--- src/design/tfcw_ram.sv ---
// Single-port RAM with a registered read.
module tfcw_ram #(
  parameter int WIDTH = 8,
  parameter int DEPTH = 504
) (
  input  logic                     clk,
  input  logic                     we,
  input  logic [$clog2(DEPTH)-1:0] addr,
  input  logic [WIDTH-1:0]         wdata,
  output logic [WIDTH-1:0]         rdata
);

  logic [WIDTH-1:0] mem [DEPTH];

  always_ff @(posedge clk) begin
    if (we) begin
      mem[addr] <= wdata;
    end
    rdata <= mem[addr];
  end

endmodule

--- config.mk ---
export PLATFORM = sky130hd
export DESIGN_NAME = tfcw_ram
export DESIGN_NICKNAME = d
export VERILOG_FILES = /design/src/design/tfcw_ram.sv
export SDC_FILE = /design/constraint.sdc
export NUM_CORES = 2
export LEC_CHECK = 0
export BUFFER_PORTS_ARGS = -buffer_cell sky130_fd_sc_hd__buf_2
export CAP_MARGIN = 40
export CORE_AREA = 2 2 630 632
export CTS_CLUSTER_DIAMETER = 50
export DETAILED_ROUTE_END_ITERATION = 8
export DIE_AREA = 0 0 632 634
export SYNTH_ARGS = -nofsm -noshare
export SYNTH_HDL_FRONTEND = slang
export SYNTH_SLANG_ARGS = --single-unit
--- constraint.sdc ---
create_clock -name clk -period 3.9 [get_ports clk]
set_clock_uncertainty 0.2 [all_clocks]
set_input_delay 0.39 -clock clk [delete_from_list [all_inputs] [get_ports clk]]
set_output_delay 0.39 -clock clk [all_outputs]
set_load 0.005 [all_outputs]
==> summary by stage <==
Floorplanning
The floorplan die width is 632 microns. The number of placement rows is between 200 and 250. For this design the top-level I/O count stands at 27.

The area of the core region is about 0.39 sq mm. In this run the vertical extent of the chip is 634 microns. The initial utilization of the core area, before any placement, comes to 0.398.

The die area is 0.401 sq mm.

Routing
The detailed router placed about 83k vias in this run. The total DRC errors in the routed layout is 0. The routed length per placed instance is 32.0 microns.

Using the TritonRoute via totals, the vias-per-cell ratio works out to 5.84. In this run the remaining antenna-violating nets after routing total 0. The final layout contains routed wiring with a total length of ~450000 microns. The iteration-0 DRC count of the detailed router is 10.9k. The first-pass iteration count of the detailed router is 6.

Clock tree
The CTS buffer count is about 440. The maximum level of the CTS H-tree is 5. The clock latency on the worst-skew pair is 1000 ps. Buffers added to address setup during post-CTS repair amount to 0. No sink is reached through more buffers than the 4 on the longest clock path. The TritonCTS clock tree is yes.

The clock input transition at the sequential cells of the worst setup and hold paths is 60 ps. Clock tree synthesis selected as its root buffer the cell sky130_fd_sc_hd__clkbuf_16. The number of sinks driven by the clock tree is between 4k and 5k.

Critical path
In this run the worst path has a maximum fanout of 16. The slowest stage of the critical path belongs to the cell sky130_fd_sc_hd__or4b_1. The cell repeated most along the worst path is sky130_fd_sc_hd__nand4_1. The kind of end point of the critical path is a register. STA classifies the critical path startpoint as an input port. The critical path is of the in2reg type. The signal on the critical path passes through dlygate4sd3_1 -> buf_2 -> and3b_1 -> and3_1 -> a22oi_1 -> nand4_1 -> or4b_1 -> nor4_2 -> buf_4 -> nand4_1. The largest single stage delay on the critical path is 680 ps. The required time at the endpoint of the critical path is around 4600 ps. The arrival time of the worst setup path is 4560 ps.

Timing
After routing, the total negative slack on setup checks comes to -12.0 ps. The upper clock frequency limit is 256 MHz. The actual slew at the worst max-slew pin is about 1200 ps.

The smallest setup slack after layout is -12.0 ps. Setup violations remaining at the end of the flow were counted as 1. Setup repair after global routing left no endpoint under its margin.

After layout, the minimum clock period comes to around 3900 ps. The part of the cycle the worst path needs is 1.00. The worst relative slew slack is 0.184. The number of endpoints with negative hold slack in the final report is 0.

The final number of max-transition violations was 0.

Placement
The total half-perimeter wirelength after legalization and detailed placement is 298000 microns. At the placement stage, the worst setup path has a slack of -364 ps. Including well taps, the total number of placed cells is 13.4k.

The routability congestion estimate is 0.934. The count of buffers added on input and output ports is 26. The placed standard-cell area is roughly 0.17 sq mm.

Yosys
For this run, the leading register cell type out of synthesis is sky130_fd_sc_hd__edfxtp_1. The simple-gate share of the synthesized area is 0.0261. The post-synthesis xor/xnor area fraction is 0. For this run, the number of Yosys warnings is 0. The synthesized instance count is 7386. Of the total synthesized cell area, the portion taken by full adders, half adders and majority gates is 0. When the netlist entered floorplanning its net count stood at 7405. The number of enable-type register cells in the synthesized netlist is ~4.0k.

The count of cell types in the netlist is 85. Of all flip-flops after synthesis, the portion carrying an async set or reset was 0. The complex-gate fraction of the synthesized area is 0.0274.

The synthesized design contains just over 4k register bits. Dividing the synthesized area by the synthesized cell count gives between 20 and 25 sq um. The register area share after synthesis is 0.773. By area, the combinational part of the netlist is dominated by multiplexers. Of the post-synthesis cell area, the part taken by muxes is 0.157.

The cell area that synthesis handed to floorplanning was 0.157 sq mm.

Outcome
The final reports fail on setup timing. The flow ran to the end, but the final reports show violations.

Global route
In the global route stage, overall resource usage came out at 0.224. The first-pass GRT wire length is between 600000 and 700000 microns. Entering global routing, the biggest net connects 165 pins.

The number of global-route vias before repair is roughly 83k. The number of antenna violations at the first check in global routing is 29. The remaining global-route overflow is 0.

Pwr
The static leakage power is 60.3 nW. Dividing total power by cell area gives a power density of 507 mW/mm^2. Total power for the finished layout comes to 94.4 mW.

VDD sags by at most slightly above 0.4 mV.

Layout
The final non-filler cell total is 14.2k. The total number of nets in the final design is 8585. The layout has 32.5k filler cells. The area growth from synthesis to layout is 18.7%.

Of the cells placed in the final design, the portion with a size suffix greater than 1 is 0.316. With fillers left out, the area of the finished cells amounts to 0.186 sq mm.

Hold path
The worst min-delay path category is in2reg.

Run
The max-cap check violation count is 0.
==> state kept, by name, summed over array words and instances, names as in the netlist <==
signal / cells
mem: 4032
rdata: 8
==> cell families after synthesis <==
logic type	count (synthesis)
AND/OR/NAND/NOR	914
AO/OA/AOI/OAI	631
buffers and inverters	472
multiplexers	1329
flip-flops	4040
==> power by group <==
part	switching [mW]	internal, mW
logic	3.00	1.73
registers	0.0761	47.8
clock network	17.2	24.6
==> worst paths after layout <==
kind | start | end | slack [ps] | cells past startpoint
setup / recovery | addr[7] | rdata[1] | -10 | 10
hold / removal | wdata[0] | mem[22][0] | 100 | 2
setup reg to reg | mem[282][5] | rdata[5] | 420 | 8
hold reg to reg | mem[148][1] | rdata[1] | 760 | 5
==> placed cells by master, fill, tap and decap left out, types with 100 or more instances in the layout <==
cell and instances:
sky130_fd_sc_hd__edfxtp_1 4032, sky130_fd_sc_hd__mux2i_1 371, sky130_fd_sc_hd__clkbuf_16 443, sky130_fd_sc_hd__buf_4 1042, sky130_fd_sc_hd__nand2_1 100, sky130_fd_sc_hd__a22oi_1 114, sky130_fd_sc_hd__o22ai_1 133, sky130_fd_sc_hd__buf_12 122
sky130_fd_sc_hd__nor2_1 560, sky130_fd_sc_hd__mux4_2 876
==> synthesized netlist by cell type, types with 8 or more instances <==
master,n,area share
sky130_fd_sc_hd__buf_6,51,0.0037
sky130_fd_sc_hd__a221oi_1,24,0.0013
sky130_fd_sc_hd__nor2b_1,11,0.00044
sky130_fd_sc_hd__mux2i_1,371,0.024
sky130_fd_sc_hd__dfxtp_1,8,0.0010
sky130_fd_sc_hd__buf_4,49,0.0023
sky130_fd_sc_hd__mux2_2,65,0.0047
sky130_fd_sc_hd__o22a_1,15,0.00084
sky130_fd_sc_hd__mux4_1,17,0.0028
sky130_fd_sc_hd__a22o_1,13,0.00073
sky130_fd_sc_hd__clkbuf_1,189,0.0045
sky130_fd_sc_hd__a211oi_1,17,0.00081
sky130_fd_sc_hd__a31oi_1,33,0.0013
sky130_fd_sc_hd__a21oi_1,88,0.0028
sky130_fd_sc_hd__edfxtp_1,4032,0.77
sky130_fd_sc_hd__nor4_1,15,0.00060
sky130_fd_sc_hd__a22oi_1,114,0.0055
sky130_fd_sc_hd__nand3_1,80,0.0026
sky130_fd_sc_hd__a32oi_1,22,0.0012
sky130_fd_sc_hd__and2_1,12,0.00048
sky130_fd_sc_hd__mux4_2,876,0.13
sky130_fd_sc_hd__o22ai_1,133,0.0053
sky130_fd_sc_hd__and3_1,14,0.00056
sky130_fd_sc_hd__nand4_1,39,0.0016
sky130_fd_sc_hd__nor3_1,16,0.00051
sky130_fd_sc_hd__buf_2,155,0.0049
sky130_fd_sc_hd__a211o_1,18,0.0010
sky130_fd_sc_hd__buf_1,16,0.00038
sky130_fd_sc_hd__nand2_1,102,0.0024
sky130_fd_sc_hd__o21ai_0,83,0.0026
sky130_fd_sc_hd__o32ai_1,11,0.00061
sky130_fd_sc_hd__nor2_1,561,0.013
==> per-stage QoR <==
step / hold WS [ps] / util
floorplan: 289 / -
global placement: 525 / 0.435
detailed placement: 517 / 0.435
CTS: 26.3 / 0.472
global route: 106 / 0.472
finish: 101 / 0.472
==> layout make-up <==
| cell class | instances | area (sq um) | share of cell area |
|---|---|---|---|
| inverter | 5 | 26.3 | 0.000141 |
| antenna | 16 | 40.0 | 0.000215 |
| multi-input combinational | 2874 | 33300 | 0.179 |
| timing repair buffer | 1207 | 10600 | 0.0571 |
| sequential | 4040 | 121000 | 0.651 |
| clock inverter | 267 | 3050 | 0.0164 |
| clock buffer | 532 | 11400 | 0.0615 |
| tap | 5242 | 6560 | 0.0352 |
==> layer usage <==
layer	track usage	up-vias	part of all wire
met1	0.304	43848	0.38
met2	0.359	4687	0.47
met3	0.0447	823	0.10
li1	-	33398	-
met4	0.0835	6	0.042
met5	0	-	0.000086
==> what timing repair did <==
action / 4_1_cts / 5_1_grt
endpoints found under the hold margin: 1224 / 0
resized for setup: 0 / 1
hold buffers: 11 / 0
endpoints found under the setup margin: 0 / 1
==> worst max-delay path, delay by kind of cell <==
family | cells | cell delay, ps
AND/OR/NAND/NOR | 6 | 2570
buffers and inverters | 3 | 1180
AO/OA/AOI/OAI | 1 | 410
No activity file was read; power rests on OpenSTA's default activity.
